===== src/hdl/ssps_pkg.sv =====
// Shared types and constants for the stage schedule parser/sequencer.
// Used by ssps_front, ssps_queue, ssps_back and the top level; no dependencies.
`default_nettype none

package ssps_pkg;

    typedef struct packed {
        logic [1:0] command;
        logic [7:0] data_byte;
    } item_t;

    typedef struct packed {
        logic [31:0] light_pattern;
        logic [2:0]  stage_number;
        logic        running;
        logic [1:0]  packet_status;
    } result_t;

    localparam logic [1:0] CMD_BYTE = 2'd0;
    localparam logic [1:0] CMD_END  = 2'd1;
    localparam logic [1:0] CMD_TICK = 2'd2;

    localparam logic [1:0] ST_NONE   = 2'd0;
    localparam logic [1:0] ST_ACCEPT = 2'd1;
    localparam logic [1:0] ST_REJECT = 2'd2;

    localparam logic [1:0] SOF_NONE   = 2'd0;
    localparam logic [1:0] SOF_GOT_S  = 2'd1;
    localparam logic [1:0] SOF_GOT_SO = 2'd2;
    localparam logic [1:0] SOF_FOUND  = 2'd3;

    localparam logic [7:0] SOF_B0 = 8'h53;
    localparam logic [7:0] SOF_B1 = 8'h4F;
    localparam logic [7:0] SOF_B2 = 8'h46;

    localparam int HEADER_BYTES = 4;
    localparam int COUNT_POS    = 2;

    // Slot index field sized for the largest supported slot count (16).
    localparam int SLOT_W      = 4;
    localparam int QUEUE_DEPTH = 2;

    localparam logic [2:0] OP_NOP    = 3'd0;
    localparam logic [2:0] OP_COUNT  = 3'd1;
    localparam logic [2:0] OP_TIME   = 3'd2;
    localparam logic [2:0] OP_PAT    = 3'd3;
    localparam logic [2:0] OP_ACCEPT = 3'd4;
    localparam logic [2:0] OP_REJECT = 3'd5;
    localparam logic [2:0] OP_TICK   = 3'd6;

    typedef struct packed {
        logic [2:0]        kind;
        logic [SLOT_W-1:0] slot;
        logic [31:0]       data;
    } seq_op_t;

endpackage

`default_nettype wire


===== src/hdl/ssps_front.sv =====
// Front end: SOF search, header/word assembly, packet end classification.
// Emits one seq_op_t per transfer. Depends on ssps_pkg.
`default_nettype none

module ssps_front #(
    parameter int BUFFER_BYTES = 256,
    parameter int STAGE_SLOTS  = 8
) (
    input  wire logic              clk,
    input  wire logic              rst_n,
    input  wire logic              take,
    input  wire ssps_pkg::item_t   item,
    output ssps_pkg::seq_op_t      op
);
    import ssps_pkg::*;

    localparam int LAYOUT_BYTES = HEADER_BYTES + 8 * STAGE_SLOTS;
    localparam int PBC_W        = $clog2(BUFFER_BYTES + 1);
    localparam int BAS_W        = $clog2(LAYOUT_BYTES + 1);
    localparam int WIDX_W       = BAS_W - 2;

    logic [1:0]        sof_reg, sof_next;
    logic [BAS_W-1:0]  bas_reg, bas_next;
    logic [PBC_W-1:0]  pbc_reg, pbc_next;
    logic [23:0]       wa_reg, wa_next;

    logic [BAS_W-1:0]  k;
    logic [WIDX_W-1:0] widx;
    logic [WIDX_W-1:0] wslot;
    logic              is_time;
    logic [7:0]        dbyte;

    always_comb
    begin
        sof_next = sof_reg;
        bas_next = bas_reg;
        pbc_next = pbc_reg;
        wa_next  = wa_reg;
        op.kind  = OP_NOP;
        op.slot  = '0;
        op.data  = '0;
        dbyte    = item.data_byte;
        k        = bas_reg - BAS_W'(HEADER_BYTES);
        widx     = k[BAS_W-1:2];
        is_time  = widx < WIDX_W'(STAGE_SLOTS);
        wslot    = is_time ? widx : widx - WIDX_W'(STAGE_SLOTS);
        unique case (item.command)
            CMD_BYTE:
            begin
                if (pbc_reg < PBC_W'(BUFFER_BYTES))
                begin
                    pbc_next = pbc_reg + 1'b1;
                    if (sof_reg != SOF_FOUND)
                    begin
                        if (sof_reg == SOF_GOT_S && dbyte == SOF_B1)
                            sof_next = SOF_GOT_SO;
                        else if (sof_reg == SOF_GOT_SO && dbyte == SOF_B2)
                            sof_next = SOF_FOUND;
                        else if (dbyte == SOF_B0)
                            sof_next = SOF_GOT_S;
                        else
                            sof_next = SOF_NONE;
                    end
                    else if (bas_reg < BAS_W'(LAYOUT_BYTES))
                    begin
                        bas_next = bas_reg + 1'b1;
                        if (bas_reg == BAS_W'(COUNT_POS))
                        begin
                            op.kind = OP_COUNT;
                            op.data = {24'd0, dbyte};
                        end
                        else if (bas_reg >= BAS_W'(HEADER_BYTES))
                        begin
                            if (k[1:0] != 2'd3)
                                wa_next = {wa_reg[15:0], dbyte};
                            else
                            begin
                                op.kind = is_time ? OP_TIME : OP_PAT;
                                op.slot = SLOT_W'(wslot);
                                op.data = {wa_reg, dbyte};
                                wa_next = '0;
                            end
                        end
                    end
                end
            end
            CMD_END:
            begin
                op.kind  = (sof_reg == SOF_FOUND && bas_reg >= BAS_W'(HEADER_BYTES))
                         ? OP_ACCEPT : OP_REJECT;
                sof_next = SOF_NONE;
                bas_next = '0;
                pbc_next = '0;
                wa_next  = '0;
            end
            CMD_TICK:
                op.kind = OP_TICK;
            default:
                op.kind = OP_NOP;
        endcase
    end

    always_ff @(posedge clk or negedge rst_n)
    begin
        if (!rst_n)
        begin
            sof_reg <= SOF_NONE;
            bas_reg <= '0;
            pbc_reg <= '0;
            wa_reg  <= '0;
        end
        else if (take)
        begin
            sof_reg <= sof_next;
            bas_reg <= bas_next;
            pbc_reg <= pbc_next;
            wa_reg  <= wa_next;
        end
    end

endmodule

`default_nettype wire


===== src/hdl/ssps_queue.sv =====
// Short register FIFO of seq_op_t between front and back ends.
// Depends on ssps_pkg.
`default_nettype none

module ssps_queue (
    input  wire logic              clk,
    input  wire logic              rst_n,
    input  wire logic              push,
    input  wire ssps_pkg::seq_op_t wr,
    output logic                   full,
    input  wire logic              pop,
    output ssps_pkg::seq_op_t      rd,
    output logic                   rd_valid
);
    import ssps_pkg::*;

    localparam int PW  = (QUEUE_DEPTH > 1) ? $clog2(QUEUE_DEPTH) : 1;
    localparam int CNW = $clog2(QUEUE_DEPTH + 1);

    seq_op_t          mem_reg [QUEUE_DEPTH];
    logic [PW-1:0]    wr_ptr_reg, wr_ptr_next;
    logic [PW-1:0]    rd_ptr_reg, rd_ptr_next;
    logic [CNW-1:0]   cnt_reg, cnt_next;
    logic             do_push, do_pop;

    assign full     = cnt_reg == CNW'(QUEUE_DEPTH);
    assign rd_valid = cnt_reg != '0;
    assign rd       = mem_reg[rd_ptr_reg];
    assign do_push  = push && !full;
    assign do_pop   = pop && rd_valid;

    always_comb
    begin
        wr_ptr_next = wr_ptr_reg;
        rd_ptr_next = rd_ptr_reg;
        cnt_next    = cnt_reg;
        if (do_push)
            wr_ptr_next = (wr_ptr_reg == PW'(QUEUE_DEPTH - 1)) ? '0 : wr_ptr_reg + 1'b1;
        if (do_pop)
            rd_ptr_next = (rd_ptr_reg == PW'(QUEUE_DEPTH - 1)) ? '0 : rd_ptr_reg + 1'b1;
        if (do_push && !do_pop)
            cnt_next = cnt_reg + 1'b1;
        else if (do_pop && !do_push)
            cnt_next = cnt_reg - 1'b1;
    end

    always_ff @(posedge clk or negedge rst_n)
    begin
        if (!rst_n)
        begin
            wr_ptr_reg <= '0;
            rd_ptr_reg <= '0;
            cnt_reg    <= '0;
        end
        else
        begin
            wr_ptr_reg <= wr_ptr_next;
            rd_ptr_reg <= rd_ptr_next;
            cnt_reg    <= cnt_next;
        end
    end

    always_ff @(posedge clk)
    begin
        if (do_push)
            mem_reg[wr_ptr_reg] <= wr;
    end

endmodule

`default_nettype wire


===== src/hdl/ssps_back.sv =====
// Back end: staged/committed schedule stores, stage sequencer, result register.
// Depends on ssps_pkg.
`default_nettype none

module ssps_back #(
    parameter int STAGE_SLOTS = 8
) (
    input  wire logic              clk,
    input  wire logic              rst_n,
    input  wire ssps_pkg::seq_op_t head,
    input  wire logic              head_valid,
    output logic                   pop,
    output logic                   result_valid,
    input  wire logic              result_stall,
    output ssps_pkg::result_t      result
);
    import ssps_pkg::*;

    localparam int CW    = (STAGE_SLOTS > 1) ? $clog2(STAGE_SLOTS) : 1;
    localparam int CNT_W = $clog2(STAGE_SLOTS + 1);
    localparam int CMP_W = CW + 1;

    logic [31:0]            st_time_reg [STAGE_SLOTS];
    logic [31:0]            st_pat_reg  [STAGE_SLOTS];
    logic [STAGE_SLOTS-1:0] st_time_ok_reg;
    logic [STAGE_SLOTS-1:0] st_pat_ok_reg;
    logic [7:0]             st_count_reg;

    logic [31:0]            times_reg [STAGE_SLOTS];
    logic [31:0]            pats_reg  [STAGE_SLOTS];

    logic [CNT_W-1:0]       count_reg, count_next;
    logic                   sched_valid_reg, sched_valid_next;
    logic [CW-1:0]          cur_reg, cur_next;
    logic [31:0]            rem_reg, rem_next;
    logic [31:0]            shown_reg, shown_next;
    logic                   active_reg, active_next;

    result_t                result_reg;
    logic                   result_valid_reg;

    logic                   do_count, do_time, do_pat, do_accept, do_reject, do_tick;
    logic [CW-1:0]          wslot;
    logic                   start;
    logic [31:0]            rem_now;
    logic [CMP_W-1:0]       cur_inc;
    logic [1:0]             status;

    assign pop          = head_valid && (!result_valid_reg || !result_stall);
    assign result_valid = result_valid_reg;
    assign result       = result_reg;
    assign wslot        = head.slot[CW-1:0];

    always_comb
    begin
        do_count  = 1'b0;
        do_time   = 1'b0;
        do_pat    = 1'b0;
        do_accept = 1'b0;
        do_reject = 1'b0;
        do_tick   = 1'b0;
        unique case (head.kind)
            OP_COUNT:  do_count  = 1'b1;
            OP_TIME:   do_time   = 1'b1;
            OP_PAT:    do_pat    = 1'b1;
            OP_ACCEPT: do_accept = 1'b1;
            OP_REJECT: do_reject = 1'b1;
            OP_TICK:   do_tick   = 1'b1;
            default:   ;
        endcase
    end

    always_comb
    begin
        count_next       = count_reg;
        sched_valid_next = sched_valid_reg;
        cur_next         = cur_reg;
        rem_next         = rem_reg;
        shown_next       = shown_reg;
        active_next      = active_reg;
        status           = ST_NONE;
        start            = !active_reg && sched_valid_reg && (count_reg != '0);
        rem_now          = start ? times_reg[cur_reg] : rem_reg;
        cur_inc          = {1'b0, cur_reg} + 1'b1;

        if (do_accept)
        begin
            count_next       = (st_count_reg > 8'(STAGE_SLOTS))
                             ? CNT_W'(STAGE_SLOTS) : CNT_W'(st_count_reg);
            sched_valid_next = 1'b1;
            status           = ST_ACCEPT;
        end
        if (do_reject)
            status = ST_REJECT;

        if (do_tick && (start || active_reg))
        begin
            if (start)
                shown_next = pats_reg[cur_reg];
            if (rem_now <= 32'd1)
            begin
                rem_next    = '0;
                active_next = 1'b0;
                cur_next    = (cur_inc >= CMP_W'(count_reg)) ? '0 : cur_inc[CW-1:0];
            end
            else
            begin
                rem_next    = rem_now - 32'd1;
                active_next = 1'b1;
            end
        end
    end

    always_ff @(posedge clk or negedge rst_n)
    begin
        if (!rst_n)
        begin
            st_time_ok_reg   <= '0;
            st_pat_ok_reg    <= '0;
            st_count_reg     <= '0;
            count_reg        <= '0;
            sched_valid_reg  <= 1'b0;
            cur_reg          <= '0;
            rem_reg          <= '0;
            shown_reg        <= '0;
            active_reg       <= 1'b0;
            result_valid_reg <= 1'b0;
        end
        else
        begin
            if (pop)
            begin
                if (do_time)
                    st_time_ok_reg[wslot] <= 1'b1;
                if (do_pat)
                    st_pat_ok_reg[wslot] <= 1'b1;
                if (do_count)
                    st_count_reg <= head.data[7:0];
                if (do_accept || do_reject)
                begin
                    st_time_ok_reg <= '0;
                    st_pat_ok_reg  <= '0;
                    st_count_reg   <= '0;
                end
                count_reg        <= count_next;
                sched_valid_reg  <= sched_valid_next;
                cur_reg          <= cur_next;
                rem_reg          <= rem_next;
                shown_reg        <= shown_next;
                active_reg       <= active_next;
                result_valid_reg <= 1'b1;
            end
            else if (!result_stall)
                result_valid_reg <= 1'b0;
        end
    end

    always_ff @(posedge clk)
    begin
        if (pop)
        begin
            if (do_time)
                st_time_reg[wslot] <= (head.data == 32'd0) ? 32'd1 : head.data;
            if (do_pat)
                st_pat_reg[wslot] <= head.data;
            if (do_accept)
            begin
                for (int i = 0; i < STAGE_SLOTS; i++)
                begin
                    times_reg[i] <= st_time_ok_reg[i] ? st_time_reg[i] : 32'd1;
                    pats_reg[i]  <= st_pat_ok_reg[i] ? st_pat_reg[i] : 32'd0;
                end
            end
            result_reg.light_pattern <= shown_next;
            result_reg.stage_number  <= 3'(cur_next);
            result_reg.running       <= sched_valid_next && (count_next != '0);
            result_reg.packet_status <= status;
        end
    end

    a_active_rem: assert property (@(posedge clk) disable iff (!rst_n)
        active_reg == (rem_reg != 32'd0))
        else $error("stage active flag disagrees with remaining time");

    a_valid_sticky: assert property (@(posedge clk) disable iff (!rst_n)
        sched_valid_reg |=> sched_valid_reg)
        else $error("schedule valid cleared");

    a_count_range: assert property (@(posedge clk) disable iff (!rst_n)
        count_reg <= CNT_W'(STAGE_SLOTS))
        else $error("stage count above slot count");

    a_accept_status: assert property (@(posedge clk) disable iff (!rst_n)
        pop && do_accept |=> result_valid_reg && result_reg.packet_status == ST_ACCEPT)
        else $error("commit did not report accept");

endmodule

`default_nettype wire


===== src/hdl/stage_schedule_parser_sequencer.sv =====
// Stage schedule parser and sequencer: top level.
// Instantiates ssps_front, ssps_queue and ssps_back; depends on ssps_pkg.
//
// Usage:
//   item channel (item_valid / item_stall / item): one command per transfer,
//   a packet byte, an end of packet or a one millisecond tick.
//   result channel (result_valid / result_stall / result): exactly one result
//   per item, in order: lights, stage index, running flag, packet status.
// Path: a taken item is written into the queue; the back end pops it into
//   the result register once that register is free.
// Throughput: one item per cycle sustained unless results stall; the front
//   end parses bytes combinationally; the back end pops one op per cycle.
// Stall: while result_stall is high on a valid result, the register and the
//   back end stop and the two-entry queue fills; item_stall rises when full.
// Reset: parser, staged schedule, sequencer and handshake state clear at
//   once; the committed schedule stores hold no reset value and are only
//   read after a commit has written every slot.
`default_nettype none

module stage_schedule_parser_sequencer #(
    parameter int BUFFER_BYTES = 256,
    parameter int STAGE_SLOTS  = 8
) (
    input  wire logic              clk,
    input  wire logic              rst_n,
    input  wire logic              item_valid,
    output logic                   item_stall,
    input  wire ssps_pkg::item_t   item,
    output logic                   result_valid,
    input  wire logic              result_stall,
    output ssps_pkg::result_t      result
);
    import ssps_pkg::*;

    logic    take;
    logic    q_full;
    logic    q_valid;
    logic    q_pop;
    seq_op_t front_op;
    seq_op_t q_head;

    assign item_stall = q_full;
    assign take       = item_valid && !item_stall;

    ssps_front #(
        .BUFFER_BYTES (BUFFER_BYTES),
        .STAGE_SLOTS  (STAGE_SLOTS)
    ) u_front (
        .clk   (clk),
        .rst_n (rst_n),
        .take  (take),
        .item  (item),
        .op    (front_op)
    );

    ssps_queue u_queue (
        .clk      (clk),
        .rst_n    (rst_n),
        .push     (take),
        .wr       (front_op),
        .full     (q_full),
        .pop      (q_pop),
        .rd       (q_head),
        .rd_valid (q_valid)
    );

    ssps_back #(
        .STAGE_SLOTS (STAGE_SLOTS)
    ) u_back (
        .clk          (clk),
        .rst_n        (rst_n),
        .head         (q_head),
        .head_valid   (q_valid),
        .pop          (q_pop),
        .result_valid (result_valid),
        .result_stall (result_stall),
        .result       (result)
    );

endmodule

`default_nettype wire

===== config.mk =====
export PLATFORM = sky130hd
export DESIGN_NAME = stage_schedule_parser_sequencer
export DESIGN_NICKNAME = d
export VERILOG_FILES = /design/src/hdl/ssps_pkg.sv /design/src/hdl/ssps_front.sv /design/src/hdl/ssps_queue.sv /design/src/hdl/ssps_back.sv /design/src/hdl/stage_schedule_parser_sequencer.sv
export SDC_FILE = /design/constraint.sdc
export NUM_CORES = 1
export LEC_CHECK = 0
export BUFFER_PORTS_ARGS = -buffer_cell sky130_fd_sc_hd__buf_2
export CORE_MARGIN = 1.5
export CORE_UTILIZATION = 30
export CTS_BUF_LIST = sky130_fd_sc_hd__clkbuf_16
export DETAILED_ROUTE_END_ITERATION = 6
export PLACE_DENSITY = 0.55
export REMOVE_ABC_BUFFERS = 1
export SETUP_SLACK_MARGIN = 0.15
export SLEW_MARGIN = 20
export SYNTH_ARGS = -nofsm -noshare
export SYNTH_HDL_FRONTEND = slang
export SYNTH_HIERARCHICAL = 1
export SYNTH_SLANG_ARGS = --single-unit

===== constraint.sdc =====
create_clock -name clk -period 13.9 [get_ports clk]
set_clock_uncertainty 0.2 [all_clocks]
set_input_delay 3.475 -clock clk [delete_from_list [all_inputs] [get_ports clk]]
set_output_delay 3.475 -clock clk [all_outputs]
set_load 0.005 [all_outputs]

==> results of run 1 <==
## area by class of cell
class | count | area share, %
Sequential cell | 1282 | 65.84
Multi-Input combinational cell | 1456 | 20.47
Clock buffer | 135 | 5.885
Tap cell | 2204 | 4.804
Clock inverter | 96 | 1.404
Timing Repair Buffer | 104 | 1.240
Inverter | 51 | 0.3509
Antenna cell | 2 | 0.008718
## critical path, delay by kind of cell
family	cells	cell delay, ns
buffers and inverters	4	1.81
and+or+nand+nor	3	0.49
## path summary, 6_finish.rpt
kind | slack (ns) | cells past startpoint | startpoint | endpoint
max in group asynchronous | 9.72 | 2 | rst_n | u_back/st_time_ok_reg[4]
max | 7.95 | 7 | result_stall | u_back/pats_reg[6][28]
min | 0.27 | 2 | u_back/rem_reg[3] | u_back/rem_reg[3]
min in group asynchronous | 2.47 | 1 | rst_n | u_back/shown_reg[12]
max reg2reg | 8.48 | 10 | u_back/cur_reg[0] | u_back/cur_reg[0]
min reg2reg | 0.27 | 2 | u_back/rem_reg[3] | u_back/rem_reg[3]
## per-layer routing
metal  GRT usage, %  vias to the layer above  share of wire, %
met2          22.63                      450                50
met3          2.116                      166               3.8
li1               -                    11170                 -
met4          4.424                        0               2.6
met5              0                        -                 0
met1          17.29                    12680                44
## metrics by stage
stage | setup WS (ns) | hold WS (ns)
finish | 7.946 | 0.2736
global route | 7.745 | 0.3120
CTS | 7.947 | 0.2770
floorplan | -2.618 | 0.2421
global placement | 7.166 | 0.2541
detailed placement | 7.116 | 0.2638
## power groups by stage
stage	logic [W]	registers, W	clock network [W]
2_1_floorplan	0.00127	0.00555	0
3_3_place_gp	0.00221	0.00548	0
3_5_place_dp	0.00224	0.00550	0
4_1_cts	0.00225	0.00542	0.00353
5_1_grt	0.00241	0.00548	0.00367
6_report	0.00219	0.00541	0.00344
==> results.md, run 1 <==
Cells and area:
- The top cell types in the final layout, fill and taps aside, are edfxtp_1 (1,138), and2_1 (543), clkbuf_16 (135), dfrtp_1 (135), mux2_2 (112).
- The utilization of the core after routing is 34.41%.
- The fraction of final layout cells sized beyond drive strength 1 is 17.64%.
- The number of nets in the layout is 3,059.
- The multi-input combinational cells in the finished layout cover a total of around 12,000 um2.
- The sequential cells in the finished layout cover a total of 37,800 um2.
- The final cell count without fillers is roughly 5,300.
- The area overhead of the layout relative to synthesis is 14.01%.
- Leaving out fill and tap cells, the most frequent cell in the layout is edfxtp_1.
- With fillers left out, the area of the finished cells amounts to about 57,000 um2.
- The layout has 15,680 filler cells.

Critical path:
- Among the stages of the critical path, the cell type that occurs most often is nand2_1.
- The biggest cell delay along the critical path is about 0.68 ns.
- The worst setup path is launched from a primary input.
- The cell with the largest stage delay on the worst path is buf_12.
- By startpoint and endpoint, the worst setup path is classified as in2reg.
- The worst setup path is captured at a flip-flop.
- Of all nets on the critical path, the largest fanout is about 180.
- Traced cell by cell, the critical path runs through buf_2, nand2_1, nand2_1, inv_4, nand2_1, inv_8, buf_12.
- The required time of the worst setup path is around 14 ns.
- The arrival time at the worst endpoint is roughly 6 ns.

Min path:
- The classification of the worst-slack hold path is reg2reg.

Pwr:
- Of the total power, combinational logic draws between 10% and 20%.
- The share of total power dissipated in the clock network is between 30% and 40%.
- The internal portion of the total power is between 0.007 and 0.008 W.
- The largest vdd supply drop is 119.9 uV.
- Net switching is approximately 30% of the power.
- For this design the static power due to leakage is about 19 nW.
- The share of power burned in registers is between 40% and 50%.
- The post-layout total power is 0.01104 W.
- In this run the power density over the cells is 192.4 nW/um2.
- Summed over all nets, the switching power comes to approximately 0.0033 W.

Routing:
- For this run, the detailed router's first-pass iteration total came to 5.
- The detail route stage leaves a number of antenna-violating nets equal to 0.
- Using the TritonRoute via totals, the vias-per-cell ratio works out to roughly 4.6.
- The via total after detailed routing is between 20,000 and 25,000.
- For this block, the routed nets add up to around 110,000 um of wire.
- For this run, design rule violations remaining after detail routing come to 0.
- The violation count after the first detailed-route iteration is 1,946.
- After detailed routing, the average wire length per cell comes to 21.17 um.

Clock tree:
- The clock tree buffer depth is 3.
- The number of buffers inserted to repair setup after CTS is 0.
- In this run, post-CTS hold repair placed 0 buffers.
- The number of sinks handled by clock tree synthesis is between 1,000 and 1,500.
- Buffers inserted during clock tree synthesis total 132.
- At the later pin of the worst-skew pair, clock insertion delay measures roughly 0.75 ns.
- The clock-pin slew on the worst setup and hold paths is around 0.060 ns.
- The maximum level of the CTS H-tree is 4.
- The cell sitting at the root of the clock tree is a clkbuf_16.
- TritonCTS built the clock tree.
- The number of resized instances in the post-cts repair step is 0.

Die:
- The die covers 170,300 um2.
- The floorplan has 150 rows.
- The initial core utilization is 30.18%.
- The placeable core area is about 170,000 um2.
- The number of top-level pins is 54.
- From left edge to right edge, the die measures between 400 and 500 um.
- The height of the die is about 410 um.

Placed design:
- The placed cell count is between 5,000 and 6,000.
- The congestion estimate from routability-driven global placement came to 0.7621.
- The count of buffers inserted at the top-level ports is 53.
- Summed over all nets, the half-perimeter wirelength after detailed placement is around 64,000 um.
- In this run the cell area measured after placement is ~53,000 um2.

Yosys:
- The netlist area before placement is between 50,000 and 60,000 um2.
- The mean area per synthesized cell is around 17 um2.
- The instance count of the mapped netlist is ~3,000.
- The Yosys step of the flow raised 6 warnings.

Timing:
- The final number of max-transition violations was 0.
- The setup total negative slack is 0 ns.
- The highest clock frequency the design can meet is 168.0 MHz.
- The final setup violation count is 0.
- The final critical path time including I/O delays and setup is 5.954 ns.
- The transition time of the tightest slew-check pin is slightly above 1 ns.
- Setup repair after global routing left no endpoint under its margin.
- The hold violation count in the final report is 0.
- In the finished design, the share of the clock period the worst path needs comes to approximately 43%.
- The relative slew slack is 30.62%.

Global route:
- The number of global-route vias before repair was around 25,000.
- The pin count of the biggest net entering global routing is 177.
- The global-route total usage across every layer is a little over an eighth.
- The total congestion overflow after global routing is 0.
- The number of antenna violations at the first check in global routing is 2.
- The global-route wire length before repair is roughly 170,000 um.

Run status:
- The flow ran to the end, and the final reports show no timing, DRC or antenna violations.

Job:
- The max-cap check violation count is 0.
Power figures use the tool's default switching activity.
==> run 2: changes to the inputs <==
--- a/config.mk
+++ b/config.mk
@@ -5,12 +5,13 @@
 export SDC_FILE = /design/constraint.sdc
 export NUM_CORES = 1
 export LEC_CHECK = 0
+export ABC_AREA = 1
 export BUFFER_PORTS_ARGS = -buffer_cell sky130_fd_sc_hd__buf_2
 export CORE_MARGIN = 1.5
 export CORE_UTILIZATION = 30
 export CTS_BUF_LIST = sky130_fd_sc_hd__clkbuf_16
 export DETAILED_ROUTE_END_ITERATION = 6
-export PLACE_DENSITY = 0.55
+export PLACE_DENSITY = 0.56
 export REMOVE_ABC_BUFFERS = 1
 export SETUP_SLACK_MARGIN = 0.15
 export SLEW_MARGIN = 20
==> constraint.sdc (replaced) <==
create_clock -name clk -period 4.76 [get_ports clk]
set_clock_uncertainty 0.2 [all_clocks]
set_input_delay 1.19 -clock clk [delete_from_list [all_inputs] [get_ports clk]]
set_output_delay 1.19 -clock clk [all_outputs]
set_load 0.005 [all_outputs]
==> results.md, run 2 <==
Routing:
- In this run the remaining antenna-violating nets after routing total 0.
- The routed length per placed instance is 18.37 um.
- The via total after detailed routing is approximately 31,000.
- The violation count after the first detailed-route iteration is around 2,700.
- The detailed-route wire length is about 130,000 um.
- For this run, design rule violations remaining after detail routing come to 0.
- The pre-antenna-repair detailed-routing pass consisted of 5 iterations.
- Using the TritonRoute via totals, the vias-per-cell ratio works out to 4.454.

Timing:
- The highest clock frequency the design can meet is roughly 260 MHz.
- The hold violation count in the final report is 0.
- The relative slew slack is 21.13%.
- Setup repair after global routing left no endpoint under its margin.
- The worst path uses just under 80% of the clock period.
- The final setup violation count is 0.
- The final number of max-transition violations is 0.
- Adding up every negative setup slack in the final design gives 0 ns.
- The transition time of the tightest slew-check pin is between 1 and 1.5 ns.
- The final critical path time including I/O delays and setup is between 3 and 4 ns.

Clock tree:
- The clock-pin slew on the worst setup and hold paths is 0.07 ns.
- In this run, CTS created clock tree buffers numbering roughly 130.
- TritonCTS built the clock tree.
- The clock passes through at most 3 buffers.
- At the later pin of the worst-skew pair, clock insertion delay measures about 0.77 ns.
- The cell sitting at the root of the clock tree is a clkbuf_16.
- Buffers inserted to repair hold after CTS numbered 0.
- The tree built by TritonCTS fans out to about 1,300 sinks.
- The H-tree was split into 4 levels.
- The number of buffers inserted to repair setup after CTS is 0.
- The number of gates resized after CTS was 0.

Placed design:
- The wire-length estimate of the detail-placed layout is about 77,000 um.
- The final RePlAce weighted congestion is approximately 0.94.
- The count of buffers inserted at the top-level ports is 53.
- After detailed placement, the design holds a cell count of between 6,000 and 7,000.

Die:
- The floorplan step defined a core boundary enclosing ~170,000 um2.
- The initial core utilization is a little under a third.
- The die is 420.1 um wide.
- Pin placement for this block handled 54 I/O pins.
- The floorplan has 152 rows.
- The floorplan step defined a die boundary enclosing roughly 180,000 um2.
- From bottom edge to top edge, the die measures roughly 420 um.

Cells and area:
- The area overhead of the layout relative to synthesis is 14.08%.
- Excluding fillers, the count of instances in the completed layout stands at between 7,000 and 8,000.
- Measured on the finished design, the core utilization comes to between 30 and 40%.
- The number of fill cells in the layout is ~17,000.
- The top cell types in the final layout, fill and taps aside, are nand2_1 (1,252), edfxtp_1 (1,138), inv_1 (752), nor2_1 (313), nand3_1 (216).
- The commonest non-fill, non-tap cell in the layout is nand2_1.
- The number of nets in the layout is about 4,700.
- The sequential cell area is around 38,000 um2.
- The fraction of final layout cells sized beyond drive strength 1 is roughly a tenth.
- The area of the multi-input gates is 10,690 um2.

Yosys:
- The netlist area before placement is approximately 52,000 um2.
- The mean area per synthesized cell is between 10 and 15 um2.
- Synthesis produced a netlist whose cell count is roughly 4,600.
- The number of warning messages in the yosys log is 6.

Critical path:
- STA classifies the critical path startpoint as a flip-flop.
- For the worst setup path, the data required time is ~5.2 ns.
- The most numerous cell type found on the critical path is o21ai_0.
- Among all stages on the critical path, the largest delay is contributed by a21oi_4.
- The worst setup path is captured at a flip-flop.
- The maximum fanout encountered on the critical timing path is roughly 50.
- Across all register-to-register paths, the minimum setup slack is between 0.9 and 1 ns.
- The biggest cell delay along the critical path is ~0.70 ns.
- The number of buffer and inverter instances along the worst setup path is 2.
- The signal on the critical path passes through buf_4, nor2_1, o21ai_0, o211ai_1, a21oi_2, inv_1, ha_1, o211ai_1, nor2_1, nand2_1, nor2_4, a21oi_4, o21ai_0, o21ai_0.
- The critical path in this run is classified as reg2reg.
- The kind of cell adding the most delay to the critical path is compound AO/OA/AOI/OAI gates.
- The arrival time at the worst endpoint is around 4.2 ns.

Pwr:
- The leakage power summed over all cells is ~25 nW.
- The largest vdd supply drop is 408.2 uV.
- The power density over the cells is between 500 and 600 nW/um2.

Global route:
- Entering global routing, the biggest net connects 110 pins.
- The first global-routing pass estimated between 150,000 and 200,000 um of wire.
- The total congestion overflow after global routing is 0.
- In the global route stage, overall resource usage came out at 14.73%.
- The number of antenna violations at the first check in global routing is 4.
- The number of global-route vias before repair is approximately 30,000.

Run status:
- The run finished with clean final reports.

Min path:
- The min-delay analysis places its worst path in the category in2async.

Job:
- The max-cap check violation count is 0.
-- run 2: cell type report --
type	instances	share of cell area, %
sequential	1282	63.45
multi-input combinational	2339	17.95
clock buffer	137	5.757
tap	2310	4.853
inverter	731	4.635
timing repair buffer	160	2.078
clock inverter	105	1.265
antenna	2	0.008404
-- run 2: final timing paths --
| check | startpoint | to | cells after the start |
|---|---|---|---|
| setup / recovery | u_back/cur_reg[1] | u_back/rem_reg[10] | 14 |
| hold / removal | rst_n | u_back/shown_reg[5] | 1 |
| setup reg to reg | u_back/cur_reg[1] | u_back/rem_reg[10] | 14 |
| hold reg to reg | u_queue/wr_ptr_reg | u_queue/wr_ptr_reg | 2 |
| max in group asynchronous | rst_n | u_back/shown_reg[29] | 2 |
| min in group clk | u_queue/wr_ptr_reg | u_queue/wr_ptr_reg | 2 |
-- run 2: stage by stage --
stage | total power [W] | area [um2] | hold WS (ns) | worst slack, ns
global placement | 0.02455 | 55360 | 0.2638 | 0.9437
floorplan | 0.02022 | 51070 | 0.2342 | -20.27
finish | 0.03437 | 59550 | 0.2500 | 0.9823
detailed placement | 0.02465 | 55360 | 0.2656 | 0.9596
CTS | 0.03474 | 59550 | 0.2386 | 0.9742
global route | 0.03606 | 59550 | 0.2658 | 0.6037
-- run 2: per-layer routing --
| layer | vias to the layer above | track usage [%] | share of wire, % |
|---|---|---|---|
| met5 | - | 0 | 0.018 |
| met4 | 4 | 4.938 | 2.7 |
| met3 | 186 | 2.308 | 5.0 |
| met2 | 835 | 25.03 | 49 |
| met1 | 15350 | 19.12 | 43 |
| li1 | 15090 | - | - |
-- run 2: power breakdown --
part | leakage (nW) | switching [W] | internal (W) | total [W]
logic | 10.7 | 0.00612 | 0.00199 | 0.00811
clock network | 2.18 | 0.00432 | 0.00571 | 0.0100
registers | 12.4 | 0.000909 | 0.0153 | 0.0162
